File: config.mk
export PLATFORM = sky130hd
export DESIGN_NAME = htm_min_scan
export DESIGN_NICKNAME = d
export VERILOG_FILES = /design/src/rtl/htm_pkg.sv /design/src/rtl/htm_min_scan.sv
export SDC_FILE = /design/constraint.sdc
export NUM_CORES = 1
export LEC_CHECK = 0
export BUFFER_PORTS_ARGS = -buffer_cell sky130_fd_sc_hd__buf_2
export CORE_ASPECT_RATIO = 1.1
export CORE_MARGIN = 4
export CORE_UTILIZATION = 49
export DETAILED_ROUTE_END_ITERATION = 7
export GPL_TIMING_DRIVEN = 0
export PLACE_DENSITY = 0.8
export SKIP_LAST_GASP = 1
export SLEW_MARGIN = 20
export SYNTH_ARGS = -nofsm -noshare
export SYNTH_HDL_FRONTEND = slang
export SYNTH_SLANG_ARGS = --single-unit
File: constraint.sdc
create_clock -name clk -period 6.5 [get_ports clk]
set_input_delay 0.65 -clock clk [delete_from_list [all_inputs] [get_ports clk]]
set_output_delay 0.65 -clock clk [all_outputs]
set_load 0.02 [all_outputs]
File: src/rtl/htm_pkg.sv
// Shared types and constants for the Huffman tree merge table.
// No dependencies; htm_min_scan and the top level in rtl/ import this package.
package htm_pkg;

    localparam int TABLE_SLOTS = 512;
    localparam int SLOT_W      = $clog2(TABLE_SLOTS);
    localparam int CNT_W       = $clog2(TABLE_SLOTS + 1);
    localparam int IDX_W       = 9;
    localparam int WEIGHT_W    = 32;
    localparam int SYM_W       = 8;

    typedef enum logic [1:0] {
        FN_CLEAR = 2'd0,
        FN_LOAD  = 2'd1,
        FN_MERGE = 2'd2
    } func_t;

    typedef enum logic [1:0] {
        STS_OK        = 2'd0,
        STS_NO_ROOM   = 2'd1,
        STS_FEW_NODES = 2'd2
    } status_t;

    typedef enum logic [2:0] {
        S_IDLE,
        S_DECODE,
        S_SCAN_A,
        S_MARK_A,
        S_SCAN_B,
        S_MARK_B,
        S_PARENT,
        S_DONE
    } state_t;

    // One table slot as held in the node RAM.
    typedef struct packed {
        logic [WEIGHT_W-1:0] weight;
        logic                used;
        logic                leaf;
        logic [SYM_W-1:0]    symbol;
        logic [IDX_W-1:0]    left;
        logic [IDX_W-1:0]    right;
    } node_t;

    localparam int NODE_W = $bits(node_t);

    // Result of one minimum scan.
    typedef struct packed {
        logic              done;
        logic [SLOT_W-1:0] idx;
        node_t             entry;
    } scan_res_t;

    // Fields of one result item that the control path fills in.
    typedef struct packed {
        logic [IDX_W-1:0]    slot;
        logic [WEIGHT_W-1:0] node_weight;
        logic [IDX_W-1:0]    left_child;
        logic [IDX_W-1:0]    right_child;
        status_t             status;
    } result_t;

    function automatic logic [IDX_W-1:0] cnt_to_idx(input logic [CNT_W-1:0] v);
        logic [31:0] t;
        t = 32'(v);
        return t[IDX_W-1:0];
    endfunction

    function automatic logic [IDX_W-1:0] slot_to_idx(input logic [SLOT_W-1:0] v);
        logic [31:0] t;
        t = 32'(v);
        return t[IDX_W-1:0];
    endfunction

endpackage

File: src/rtl/htm_min_scan.sv
// Minimum scan over the filled slots of the node RAM, one slot per cycle.
// Depends on htm_pkg; drives the read port of the node RAM.
module htm_min_scan (
    input  logic                      clk,
    input  logic                      rst_n,
    input  logic                      start,
    input  logic [htm_pkg::CNT_W-1:0] limit,
    output logic                      rd_en,
    output logic [htm_pkg::SLOT_W-1:0] rd_addr,
    input  htm_pkg::node_t            rd_data,
    output htm_pkg::scan_res_t        res
);
    import htm_pkg::*;

    logic              run_reg,   run_next;
    logic [CNT_W-1:0]  addr_reg,  addr_next;
    logic              vld_reg,   vld_next;
    logic [SLOT_W-1:0] idx_reg,   idx_next;
    logic              found_reg, found_next;
    logic [SLOT_W-1:0] best_idx_reg, best_idx_next;
    node_t             best_reg,  best_next;
    logic              issue;
    logic              take;
    logic              done;

    assign issue = run_reg && (addr_reg < limit);
    assign done  = run_reg && !issue && !vld_reg;
    // Unused node, strictly lighter than the best so far: lowest index wins ties.
    assign take  = vld_reg && !rd_data.used &&
                   (!found_reg || (rd_data.weight < best_reg.weight));

    always_comb
    begin
        run_next      = run_reg;
        addr_next     = addr_reg;
        vld_next      = issue;
        idx_next      = addr_reg[SLOT_W-1:0];
        found_next    = found_reg;
        best_idx_next = best_idx_reg;
        best_next     = best_reg;
        if (take)
        begin
            found_next    = 1'b1;
            best_idx_next = idx_reg;
            best_next     = rd_data;
        end
        if (issue)
        begin
            addr_next = addr_reg + CNT_W'(1);
        end
        if (done)
        begin
            run_next = 1'b0;
        end
        if (start)
        begin
            run_next   = 1'b1;
            addr_next  = '0;
            vld_next   = 1'b0;
            found_next = 1'b0;
        end
    end

    always_ff @(posedge clk or negedge rst_n)
    begin
        if (!rst_n)
        begin
            run_reg   <= 1'b0;
            addr_reg  <= '0;
            vld_reg   <= 1'b0;
            found_reg <= 1'b0;
        end
        else
        begin
            run_reg   <= run_next;
            addr_reg  <= addr_next;
            vld_reg   <= vld_next;
            found_reg <= found_next;
        end
    end

    always_ff @(posedge clk)
    begin
        idx_reg      <= idx_next;
        best_idx_reg <= best_idx_next;
        best_reg     <= best_next;
    end

    assign rd_en     = issue;
    assign rd_addr   = addr_reg[SLOT_W-1:0];
    assign res.done  = done;
    assign res.idx   = best_idx_reg;
    assign res.entry = best_reg;

endmodule

==> impl_metrics.toml <==
[yosys]
synth_top_family_by_area = "adder cells"
synthXorXnorAreaFrac = 0
synth.avg_cell_area_um2 = 13.7
synthSimpleGateAreaFrac = 0.0855
synth_seq_cells = 91
synth_area_um2 = 4070
synthesized_area_fraction_occupied_by_ao_oa_aoi_and_oai_cells = 0.0778
post_synth_fa_ha_maj_area_fraction = 0.126
synth-seq-area-share = 0.633
yosys-mux-area-fraction = 0.0126
synth_warnings = 0
syn-instance-count = 298
mappedNetlistNets = 412
yosysUniqueCellTypes = 44

[timing]
fin_tns_setup_ps = 0
finalHoldWorstSlack_ps = 173
slew_violations = 0
relSlewSlack = 0.594
final_min_period_over_clock_period = 0.482
report.final.hold_viol_count = 0
min_period_ps = 3130
unrepaired_setup_endpoints_after_global_routing = "false"
max_freq_ghz = 0.319
clock_skew_ps = 9.79
tightest_slew_ps = 609
final-setup-viol-count = 0

[placement]
globalplace.congestion = 0.817
dp_hpwl_mm = 7.29
portBuffers = 152
numPlacedInstances = 561

[outcome]
run_status = "finished, final reports clean"

[cts]
clockRootBuffer = "clkbuf_8"
cts.hold.buffers_added = 0
clkLatencyLatePin_ps = 350
post_cts.repair.setup_buffers = 0
cts.sink_count = 91
post_cts_resize_count = 0
max-clock-path-buffers = 2
cts_bufs_inserted = 9
clock_pin_slew_reported_for_the_worst_setup_and_hold_paths_after_clock_tree_synthesis_ps = 80
cts_tree = "done"
ctsHtreeMaxLevel = 3

[cells_and_area]
diodes = 0
synthesis_to_layout_area_growth_pct = 28.7
layout-drive-gt1-share = 0.405
area_used_by_multi_input_combinational_logic_um2 = 1240
seq_area_um2 = 2580
largest_register_ffs = 60
finish.cell_count_without_fillers = 577
post_layout_nets = 578
layout.filler_cells = 631

[global_route]
groute.usage.overall = 0.187
grt_antenna_before_repair = 2
grt_pass1_wl_mm = 14.3
grt-ovfl-total = 0
via_count_of_the_first_global_routing_pass = 2908
grt_start_max_net_pins = 25

[detailed_routing]
ant_nets = 0
via_per_inst = 5.11
drt_iter0_markers = 71
average_routed_wire_per_standard_cell_um = 16.0
drt_pre_antenna_iters = 4
finalWirelength_mm = 9.23
detailroute.via_count = 2946
detailed_route_drc_error_count = 0

[floorplanning]
pin_count = 153
dieArea_um2 = 9830
initial_utilization = 0.509
core_area_um2 = 8000
die_y_um = 104
core.rowCount = 34
floorplan.die.width_um = 94.9

[critical_path]
worst-path-max-fanout = 10
critical_path.reg2reg.endpoint = "res[7]"
startpoint = "addr_reg[8]"
critical_path_arrival_ps = 2480
critical_path.endpoint_type = "primary output"
worst-r2r-cell-count = 8
worst-endpoint-required_ps = 5850
reg2reg_from = "res[50]"
critPathCapture = "res[69]"
critical_path_class = "reg -> out"
kind_of_launch_point_of_the_worst_setup_path = "flop"
r2r_slack_ps = 3650

[power]
ir_worst_vdd_mv = 0.0792
cellLeakagePower_nw = 2.48
fin_total_pwr_mw = 1.18
powerDensity_nw_per_um2 = 225

[min_path]
min-delay-path-class = "in -> async"

[run]
cap_violations = 0
==> cell type report <==
cell class,count,area share
Multi-Input combinational cell,150,0.238
Buffer,14,0.0194
Inverter,43,0.0308
Timing Repair Buffer,155,0.159
Tap cell,108,0.0258
Clock inverter,5,0.0103
Clock buffer,11,0.0251
Sequential cell,91,0.492
==> worst min path at each step <==
stage / start / end / slack [ps] / depth (start not counted)
floorplan: rst_n / addr_reg[0] / 350 / 0
global placement: idx_reg[6] / best_idx_reg[6] / 390 / 0
detailed placement: idx_reg[4] / best_idx_reg[4] / 390 / 0
CTS: rst_n / addr_reg[0] / 170 / 1
global route: rst_n / addr_reg[0] / 180 / 1
finish: rst_n / addr_reg[0] / 170 / 1
==> per-layer routing <==
| layer | routed length, um | share of wire | track usage | up-vias |
|---|---|---|---|---|
| met2 | 4520 | 0.49 | 0.317 | 129 |
| met3 | 810 | 0.088 | 0.0486 | 22 |
| met4 | 185 | 0.020 | 0.0845 | 4 |
| met1 | 3690 | 0.40 | 0.220 | 1375 |
| li1 | - | - | - | 1416 |
| met5 | 26 | 0.0028 | 0 | - |
==> synth_stat cells <==
| cell type | count | area [um^2] |
|---|---|---|
| a21o_1 | 3 | 22.5 |
| nor3_2 | 4 | 40.0 |
| o21a_1 | 2 | 15.0 |
| nand2b_4 | 1 | 13.8 |
| o21bai_1 | 1 | 7.51 |
| dfrtp_1 | 13 | 325 |
| nor2_1 | 4 | 15.0 |
| o2111ai_1 | 1 | 8.76 |
| inv_1 | 43 | 161 |
| buf_1 | 1 | 3.75 |
| nor3b_1 | 1 | 7.51 |
| o31ai_1 | 6 | 45.0 |
| clkbuf_1 | 1 | 3.75 |
| ha_1 | 41 | 513 |
| o211ai_2 | 1 | 12.5 |
| buf_4 | 11 | 82.6 |
| and4_1 | 2 | 17.5 |
| a31oi_1 | 1 | 6.26 |
| nor4_1 | 1 | 6.26 |
| or4_1 | 6 | 45.0 |
| dfxtp_1 | 9 | 180 |
| o211ai_1 | 1 | 7.51 |
| a211oi_2 | 1 | 12.5 |
| a21oi_1 | 21 | 105 |
| a2111oi_0 | 1 | 8.76 |
| a41oi_1 | 1 | 8.76 |
| and2_1 | 1 | 6.26 |
| mux2_4 | 2 | 30.0 |
| edfxtp_1 | 69 | 2070 |
| mux2i_1 | 1 | 10.0 |
| nor3_1 | 2 | 10.0 |
| a221oi_1 | 1 | 8.76 |
| a211o_1 | 2 | 17.5 |
| nand2_1 | 11 | 41.3 |
| nand4_1 | 9 | 56.3 |
| o21ai_0 | 3 | 15.0 |
| nor2b_1 | 3 | 18.8 |
| a221o_1 | 1 | 10.0 |
| buf_6 | 1 | 11.3 |
| o21ai_1 | 1 | 5.00 |
| nand3_1 | 4 | 20.0 |
| and3_1 | 3 | 18.8 |
| nand2b_1 | 5 | 31.3 |
| mux2_1 | 1 | 11.3 |
==> placed cells by master, fill, tap and decap left out, types with 11 or more instances in the layout <==
cell type,instances
buf_2,152
edfxtp_1,69
inv_1,43
ha_1,41
a21oi_1,21
dfrtp_1,13
nand2_1,11
buf_4,11
==> critical path, cell delays in order, from the launching register on <==
cell,delay [ps]
dfrtp_1,460
ha_1,330
nand4_1,130
nor3_2,490
buf_6,220
o21bai_1,110
nor2_1,120
buf_4,120
buf_2,150
==> kinds of logic after synthesis <==
family,after synthesis
AOI/OAI and AO/OA,48
adders and majority gates,41
buffers and inverters,57
DFF,91
muxes,4
and+or+nand+nor,57
==> stage by stage <==
stage	utilization	setup WS, ps	area (um^2)
floorplan	-	648	4070
global placement	0.621	-1010	4960
detailed placement	0.631	3240	5050
CTS	0.655	3330	5240
global route	0.655	3190	5240
finish	0.655	3370	5240
==> where the power goes <==
group	leakage (nW)	internal, mW	switching (mW)	total (mW)
Clock	0.0870	0.176	0.186	0.362
Sequential	0.892	0.654	0.0110	0.665
Combinational	1.51	0.0618	0.0877	0.149
(Power assumes the default switching activity.)
