<file path="src/rtl/htm_ram.sv">
// Generic single-write, single-read RAM with a registered read port.
// No dependencies.
module htm_ram #(
    parameter int WIDTH = 8,
    parameter int DEPTH = 16
) (
    input  logic                     clk,
    input  logic                     we,
    input  logic [$clog2(DEPTH)-1:0] waddr,
    input  logic [WIDTH-1:0]         wdata,
    input  logic                     re,
    input  logic [$clog2(DEPTH)-1:0] raddr,
    output logic [WIDTH-1:0]         rdata
);

    logic [WIDTH-1:0] mem [DEPTH];
    logic [WIDTH-1:0] rdata_reg;

    always_ff @(posedge clk)
    begin
        if (we)
        begin
            mem[waddr] <= wdata;
        end
        if (re)
        begin
            rdata_reg <= mem[raddr];
        end
    end

    assign rdata = rdata_reg;

endmodule

</file>
<file path="config.mk">
export PLATFORM = sky130hd
export DESIGN_NAME = htm_ram
export DESIGN_NICKNAME = d
export VERILOG_FILES = /design/src/rtl/htm_ram.sv
export SDC_FILE = /design/constraint.sdc
export NUM_CORES = 1
export LEC_CHECK = 0
export BUFFER_PORTS_ARGS = -buffer_cell sky130_fd_sc_hd__clkbuf_2
export CAP_MARGIN = 20
export CORE_MARGIN = 1
export CORE_UTILIZATION = 51
export DETAILED_ROUTE_END_ITERATION = 16
export GPL_TIMING_DRIVEN = 0
export HOLD_SLACK_MARGIN = 0.02
export PLACE_DENSITY = 0.68
export SLEW_MARGIN = 0
export SYNTH_ARGS = -nofsm -noshare
export SYNTH_HDL_FRONTEND = slang
export SYNTH_SLANG_ARGS = --single-unit
</file>
<file path="constraint.sdc">
create_clock -name clk -period 5.17 [get_ports clk]
set_clock_uncertainty 0.2 [all_clocks]
set_input_delay 0.7755 -clock clk [delete_from_list [all_inputs] [get_ports clk]]
set_output_delay 0.7755 -clock clk [all_outputs]
set_load 0.005 [all_outputs]
</file>
==> metrics.md, run 1 <==
| Metric | Value |
|---|---|
| Startpoint types | input port |
| Leading cell type in the layout, fill and taps excluded | edfxtp_1 |
| DRC | 0 |
| IO Port Bufs | 25 |
| Hold Vio Cnt, Final | 0 |
| Final WL | 9640 um |
| Row count | 36 |
| Reg power frac | 52.2% |
| Count of final setup violators | 0 |
| Synth unique cells | 18 |
| RR Endpoint | rdata[7]$_DFFE_PP_ |
| WP data required | 5.10 ns |
| Pin count of the biggest net entering global routing | 17 |
| Antenna diode count | 0 |
| Clock Sinks | 136 |
| Internal power consumption | 1.92 mW |
| # H-tree levels | 4 |
| Vias | 2,407 |
| Ys flop type | edfxtp_1 |
| P per Cell Area | 395 nW/um^2 |
| Arrival time of the worst setup path | 2.10 ns |
| Chip Width | 103 um |
| Cell taking the most area after synthesis | edfxtp_1 |
| Die area | 10,700 um^2 |
| Placed Cells | 390 |
| Worst Hold Path EP | rdata[0]$_DFFE_PP_ |
| R2R setup slack | 3.46 ns |
| Critical R2R Launch | mem[2][7]$_DFFE_PP_ |
| Initial antenna violation count | 0 |
| Fmax | 462 MHz |
| Finished Core Util | 61.4% |
| Mapped cell area | 5230 um^2 |
| Layout Nets | 296 |
| Top cells by area, synth | edfxtp_1 (78%), mux4_2 (7.8%), mux4_1 (7.0%) |
| Post_cts resized | 0 |
| Core ar. | 9860 um^2 |
| Max_slew headroom | 43.3% |
| Worst hold path class | in2reg |
| WHS | 0.428 ns |
| Fillers | 677 |
| Overflow after GRT | 0 |
| HPWL after DPL | 5980 um |
| GRT Util Overall | 20.9% |
| Pwr Total | 2.39 mW |
| Pre-antenna DRT Iters | 4 |
| Post-route ant nets | 0 |
| Hold path cells | 1 |
| Crit end category | flop |
| FF+latch count, synth | 136 |
| Worst-Skew Late Latency | 0.51 ns |
| Cells after Synth | 229 |
| Status | finished clean |
| Synth Warn # | 0 |
| Max FFs per register | 128 |
| Initial Util | 53.0% |
| Fraction of layout cells with a size suffix above 1 | 29.3% |
| Max Root-Sink Buffers | 2 |
| Mean Syn Cell Area | 22.8 um^2 |
| Worst VDD drop | 0.000181 V |
| Postcts setup bufs | 0 |
| Kind of critical path | in2reg |
| Critical path fanouts, max | 8 |
| Min Clock Period, post-route | 2.16 ns |
| Avg WL per Cell | 22.8 um |
| CTS Hold Bufs | 0 |
| Startpoint of the worst hold path | re |
| Initial drt markers | 207 |
| Most frequent cells in the layout | edfxtp_1 (136), clkbuf_2 (25), mux4_2 (18) |
| Synth top area share | 78.1% |
| Pleak | 2.04 nW |
| CTS tree | done |
| Via density | 5.69 |
| Max-slew violation count | 0 |
| Logic pwr share | 4.8% |
| P&R area growth vs syn | 15.8% |
| Max-cap violations | 0 |
| Asr flop ratio synth | 0% |
| Clock edge transition at the registers on the reported setup and hold paths | 0.06 ns |
| Syn_nets | 248 |
| P_sw | 0.477 mW |
| Root Driver | clkbuf_8 |
| Sw Share | 19.9% |
| Worst Max-Slew Pin Slew | 0.847 ns |
| Io pins | 27 |
| First-pass GRT wire length | 14,600 um |
| Setup_tns | 0 ns |
| Register area share after synthesis | 78.1% |
| CTS buffer count | 17 |
| Vias in the first global route | 2,485 |
| Die height | 103 um |
| RSZ-0062 raised after global routing | false |
| Routability cong. | 0.695 |
| Post-Layout Cell Count | 423 |
| Final Cycle Share | 41.9% |
| Depth of the most critical reg-to-reg path | 3 |
| Clock network power share | 43.0% |
| Number of flops mapped to enable cells by yosys | 136 |
## critical path, stage by stage
cell	delay, ns
clkbuf_2	0.10
or3b_2	0.54
nor2_1	0.67
## stage by stage
step | instance area (um^2) | setup WS (ns)
global placement | 5520 | 2.19
global route | 6050 | 2.98
floorplan | 5230 | 2.70
CTS | 6050 | 3.01
finish | 6050 | 3.01
detailed placement | 5540 | 2.51
## cells in the mapped netlist, types with 2 or more instances
cell,n
buf_6,3
nor2_1,13
a22oi_1,16
nor3_1,4
nand3b_1,2
nand2_1,9
clkdlybuf4s25_2,3
mux4_2,18
nand2b_1,2
mux4_1,14
buf_2,3
edfxtp_1,136
## worst max path at each step
stage                                     end  startpoint  slack, ns  cells past startpoint
after floorplan           mem[0][0]$_DFFE_PP_    waddr[2]       2.70                      2
after global placement    mem[0][0]$_DFFE_PP_    waddr[2]       2.19                      3
after detailed placement  mem[2][0]$_DFFE_PP_    waddr[2]       2.51                      3
after CTS                 mem[2][3]$_DFFE_PP_    waddr[2]       3.01                      3
after global routing      mem[0][4]$_DFFE_PP_    waddr[2]       2.98                      4
final                     mem[2][3]$_DFFE_PP_    waddr[2]       3.01                      3
## cell type report
cell class	count	area (um^2)	area share, %
plain buffers	10	86.3	1.43
multi-input cells	83	1060	17.5
clock inverters	12	85.1	1.41
clock buffers	20	425	7.03
flip-flops and latches	136	4080	67.5
well taps	133	166	2.75
repair buffers	29	150	2.48
## layer usage
metal | wire, um | up-vias | GRT usage, %
met2 | 4780 | 87 | 31.3
met4 | 157 | 0 | 9.32
met5 | 0 | - | 0
met3 | 641 | 14 | 5.91
met1 | 4060 | 1232 | 29.0
li1 | - | 1074 | -
## cell families after synthesis
| group | synth area share (%) |
|---|---|
| flops | 78.1 |
| mux | 14.8 |
| simple gates | 3.14 |
| buf+inv | 1.65 |
| compound gates | 2.30 |
## power groups by stage
stage               combinational, mW  clock [mW]  sequential, mW
global route                    0.125        1.09            1.25
floorplan                      0.0627           0            1.27
global placement                0.112           0            1.27
finish                          0.115        1.03            1.25
CTS                             0.116        1.04            1.25
detailed placement              0.115           0            1.27
(Power assumes the default switching activity.)
==> run 2: changes to the inputs <==
Settings changed: ABC_AREA set to 1, PLACE_DENSITY 0.68 to 0.71.
Clock period 5.17 ns to 1.85 ns, I/O delays scaled along.
==> metrics.md, run 2 <==
| Metric | Value |
|---|---|
| Status | finished clean |
| Most frequent cells in the layout | nand2_1 (173), edfxtp_1 (136), inv_1 (100) |
| Initial antenna violation count | 0 |
| Pin count of the biggest net entering global routing | 17 |
| Hold Vio Cnt, Final | 0 |
| Max_slew headroom | 37.7% |
| Worst VDD drop | 0.000564 V |
| Die height | 109 um |
| CTS buffer count | 17 |
| Top-count cell post-synth | nand2_1 |
| Avg WL per Cell | 18.4 um |
| Critical path fanouts, max | 8 |
| Row count | 38 |
| Kind of critical path | in2reg |
| Leading cell type in the layout, fill and taps excluded | nand2_1 |
| Number of flops mapped to enable cells by yosys | 136 |
| Fraction of layout cells with a size suffix above 1 | 12.7% |
| Setup_tns | 0 ns |
| Storage cell area | 4080 um^2 |
| Clock network power share | 45.8% |
| Routability cong. | 0.855 |
| Logic pwr share | 6.1% |
| Max Root-Sink Buffers | 2 |
| P&R area growth vs syn | 15.0% |
| GRT Util Overall | 25.6% |
| Mapped cell area | 5850 um^2 |
| WP data required | 1.69 ns |
| Cell taking the most area after synthesis | edfxtp_1 |
| Postcts setup bufs | 0 |
| Antenna diode count | 0 |
| Pleak | 2.92 nW |
| Register area share after synthesis | 69.8% |
| Vias in the first global route | 3,770 |
| Ys flop type | edfxtp_1 |
| Final WL | 13,700 um |
| Syn_nets | 570 |
| Fillers | 861 |
| DRC | 0 |
| RSZ-0062 raised after global routing | false |
| Max FFs per register | 128 |
| Initial Util | 53.2% |
| Die area | 11,900 um^2 |
| Final Cycle Share | 80.9% |
| Cells after Synth | 551 |
| FF+latch count, synth | 136 |
| Sw Share | 21.5% |
| Worst Max-Slew Pin Slew | 0.931 ns |
| Chip Width | 109 um |
| Layout Nets | 612 |
| Core ar. | 11,000 um^2 |
| Clock edge transition at the registers on the reported setup and hold paths | 0.05 ns |
| Root Driver | clkbuf_16 |
| Internal power consumption | 5.69 mW |
| Io pins | 27 |
| CTS tree | done |
| Initial drt markers | 424 |
| Synth unique cells | 11 |
| Clock Sinks | 136 |
| Via density | 5.28 |
| Pre-antenna DRT Iters | 5 |
| Post_cts resized | 0 |
| Post-route ant nets | 0 |
| Crit end category | flop |
| Overflow after GRT | 0 |
| Arrival time of the worst setup path | 1.33 ns |
| Max-cap violations | 0 |
| Mean Syn Cell Area | 10.6 um^2 |
| Count of final setup violators | 0 |
| Min Clock Period, post-route | 1.50 ns |
| First-pass GRT wire length | 21,000 um |
| CTS Hold Bufs | 0 |
| IO Port Bufs | 23 |
| Footprint of the multi-input gates | 1210 um^2 |
| Max-slew violation count | 0 |
| Finished Core Util | 61.2% |
| Asr flop ratio synth | 0% |
| Worst-Skew Late Latency | 0.42 ns |
| WHS | 0.0389 ns |
| Top cells by area, synth | edfxtp_1 (70%), nand2_1 (11%), nand3_1 (8.3%) |
| # H-tree levels | 4 |
| Reg power frac | 48.1% |
| P_sw | 1.56 mW |
| Worst hold path class | in2reg |
| Post-synth top cells | nand2_1 (173), edfxtp_1 (136), inv_1 (100), nand3_1 (97), nor2_1 (17) |
| Synth top area share | 69.8% |
| HPWL after DPL | 8900 um |
| Fmax | 668 MHz |
| Synth Warn # | 0 |
| Vias | 3,940 |
| P per Cell Area | 1080 nW/um^2 |
| Startpoint types | input port |
-- run 2: worst max-delay path, cell delays in order --
cell and delay, ns:
clkbuf_2 0.11, nand3b_1 0.23, nor2_1 0.72
-- run 2: metrics by stage --
| stage | std cells | setup WS [ns] | cell area [um^2] | power (mW) |
|---|---|---|---|---|
| floorplan | 551 | 0.422 | 5850 | 3.80 |
| global placement | 714 | -0.0635 | 6140 | 3.98 |
| detailed placement | 714 | -0.117 | 6140 | 3.99 |
| CTS | 746 | 0.339 | 6720 | 7.27 |
| global route | 746 | 0.276 | 6720 | 7.46 |
| finish | 746 | 0.354 | 6720 | 7.26 |
-- run 2: worst paths after layout --
kind / end / start / slack [ns] / cells after the start
worst min-delay path: rdata[2]$_DFFE_PP_ / re / 0.04 / 1
worst max-delay path: mem[8][5]$_DFFE_PP_ / waddr[2] / 0.35 / 3
worst max register to register: rdata[1]$_DFFE_PP_ / mem[1][1]$_DFFE_PP_ / 0.46 / 6
worst min register to register: rdata[2]$_DFFE_PP_ / mem[7][2]$_DFFE_PP_ / 0.57 / 6
-- run 2: power groups by stage --
stage | logic, mW | clock network, mW | registers, mW
after floorplan | 0.243 | 0 | 3.55
after global placement | 0.428 | 0 | 3.55
after detailed placement | 0.437 | 0 | 3.55
after CTS | 0.441 | 3.34 | 3.49
after global routing | 0.485 | 3.47 | 3.50
final | 0.446 | 3.32 | 3.49
-- run 2: layout make-up --
cell class | instances | area share [%]
inverter | 102 | 5.70
tap | 140 | 2.61
sequential | 136 | 60.7
timing repair buffer | 23 | 1.71
buffer | 24 | 2.48
clock inverter | 15 | 2.38
clock buffer | 17 | 6.33
multi-input combinational | 289 | 18.1
-- run 2: cell families (layout without fill, tap and decap cells) --
logic type	Yosys count	count (layout)	share of synthesized area (%)
flops	136	136	69.8
simple gates	289	289	20.8
buf+inv	126	181	9.39
-- run 2: layer usage --
metal	global-route usage, %	routed length (um)	vias to the layer above
li1	-	-	1866
met1	33.7	5790	1844
met2	39.5	6430	203
met3	6.28	1170	27
met4	12.9	358	0
met5	0	0	-
==> run 3: changes to the inputs <==
Clock period 1.85 ns to 1.3 ns, I/O delays scaled along.
==> metrics.md, run 3 (same netlist as run 2, synthesis figures left out) <==
| Metric | Value |
|---|---|
| Status | finished, violations left |
| Failing checks | negative setup slack |
| Crit end category | flop |
| Leading cell type in the layout, fill and taps excluded | nand2_1 |
| Sw Share | 22.0% |
| Via density | 5.37 |
| Initial Util | 53.2% |
| Arrival time of the worst setup path | 1.32 ns |
| Worst-Skew Late Latency | 0.42 ns |
| Initial antenna violation count | 0 |
| Buf/Inv on CP | 1 |
| P_sw | 2.35 mW |
| P&R area growth vs syn | 19.3% |
| WP data required | 1.26 ns |
| Kind of critical path | reg2reg |
| Clock edge transition at the registers on the reported setup and hold paths | 0.06 ns |
| Avg WL per Cell | 18.6 um |
| Most crowded layer after global routing | met2 |
| Max Root-Sink Buffers | 2 |
| Pin count of the biggest net entering global routing | 17 |
| CTS buffer count | 17 |
| HPWL after DPL | 8820 um |
| Critical path fanouts, max | 1 |
| Initial drt markers | 476 |
| Worst path slowest cell | edfxtp_1 |
| WHS | 0.0469 ns |
| CTS tree | done |
| DRC | 0 |
| # H-tree levels | 4 |
| Worst VDD drop | 0.00107 V |
| Met3 usage | 6.93% |
| Fillers | 824 |
| Worst Max-Slew Pin Slew | 0.553 ns |
| Max-cap violations | 0 |
| Clock Sinks | 136 |
| Worst hold path class | in2reg |
| Io pins | 27 |
| GRT Util Overall | 25.6% |
| Row count | 38 |
| Antenna diode count | 0 |
| Min Clock Period, post-route | 1.37 ns |
| Final WL | 13,900 um |
| Overflow after GRT | 0 |
| IO Port Bufs | 23 |
| Hold Vio Cnt, Final | 0 |
| CP top delay family | simple AND/OR/NAND/NOR gates |
| CP Cell Sequence | inv_1 > nand2_1 > nand3_2 > nand3_1 > nand3_1 > nand2_1 |
| Setup_tns | -0.542 ns |
| Vias | 4,010 |
| Vias in the first global route | 3,838 |
| Most frequent cells in the layout | nand2_1 (165), edfxtp_1 (136), inv_1 (98) |
| Internal power consumption | 8.36 mW |
| Pre-CTS setup slack | -0.557 ns |
| CP peak stage delay | 0.37 ns |
| Die height | 109 um |
| P per Cell Area | 1540 nW/um^2 |
| Pwr Total | 10.7 mW |
| Core ar. | 11,000 um^2 |
| Layout Nets | 613 |
| RSZ-0062 raised after global routing | true |
| Pleak | 2.98 nW |
| Max FFs per register | 128 |
| Chip Width | 109 um |
| Max_slew headroom | 63.1% |
| Max-slew violation count | 0 |
| Fraction of layout cells with a size suffix above 1 | 21.4% |
| Root Driver | clkbuf_16 |
| First-pass GRT wire length | 21,200 um |
| Clock network power share | 47.2% |
| Met1 usage | 35.3% |
| Routability cong. | 0.888 |
| Die area | 11,900 um^2 |
| Final Cycle Share | 105% |
| Pre-antenna DRT Iters | 5 |
| Post-route ant nets | 0 |
| Met2 usage | 39.3% |
| Logic pwr share | 6.5% |
| Worst Setup Slack, final | -0.0664 ns |
| Postcts setup bufs | 0 |
| Startpoint types | flop |
| Fmax | 732 MHz |
| Reg power frac | 46.4% |
| Count of final setup violators | 39 |
run 3: power by group through the flow:
| stage | sequential, mW | clock [mW] | combinational, mW |
|---|---|---|---|
| after floorplan | 5.06 | 0 | 0.347 |
| after global placement | 5.05 | 0 | 0.602 |
| after detailed placement | 5.06 | 0 | 0.619 |
| after CTS | 4.97 | 5.07 | 0.651 |
| after global routing | 4.97 | 5.26 | 0.750 |
| final | 4.97 | 5.05 | 0.694 |
run 3: metal layers:
layer | part of all wire [%] | up-vias
met4 | 1.6 | 0
met2 | 46 | 217
li1 | - | 1875
met3 | 8.9 | 18
met1 | 43 | 1900
met5 | 0 | -
run 3: worst paths after layout:
kind	start	end	slack (ns)	depth (start not counted)
setup reg to reg	mem[15][0]$_DFFE_PP_	rdata[0]$_DFFE_PP_	-0.07	6
hold reg to reg	mem[13][5]$_DFFE_PP_	rdata[5]$_DFFE_PP_	0.62	6
hold / removal	wdata[4]	mem[0][4]$_DFFE_PP_	0.05	1
setup / recovery	mem[15][0]$_DFFE_PP_	rdata[0]$_DFFE_PP_	-0.07	6
run 3: repair_timing:
action | 4_1_cts | 5_1_grt
pin swaps | 14 | 4
gates resized for setup | 26 | 26
setup endpoints to repair | 99 | 50
gates cloned | 0 | 0
endpoints found under the hold margin | 8 | 0
hold buffers | 1 | 0
run 3: area by class of cell:
cell class	instances	area [um^2]	area share, %
buffer	24	166	2.39
clock buffer	17	425	6.10
clock inverter	15	200	2.87
inverter	102	383	5.49
multi-input combinational	289	1410	20.3
sequential	136	4080	58.6
tap	140	175	2.51
timing repair buffer	24	125	1.79
run 3: metrics by stage:
stage          cell area, um^2  utilization (%)  std cells
2_1_floorplan             5850                -        551
3_3_place_gp              6140             55.9        714
3_5_place_dp              6140             55.9        714
4_1_cts                   6880             62.6        747
5_1_grt                   6970             63.5        747
6_report                  6970             63.5        747
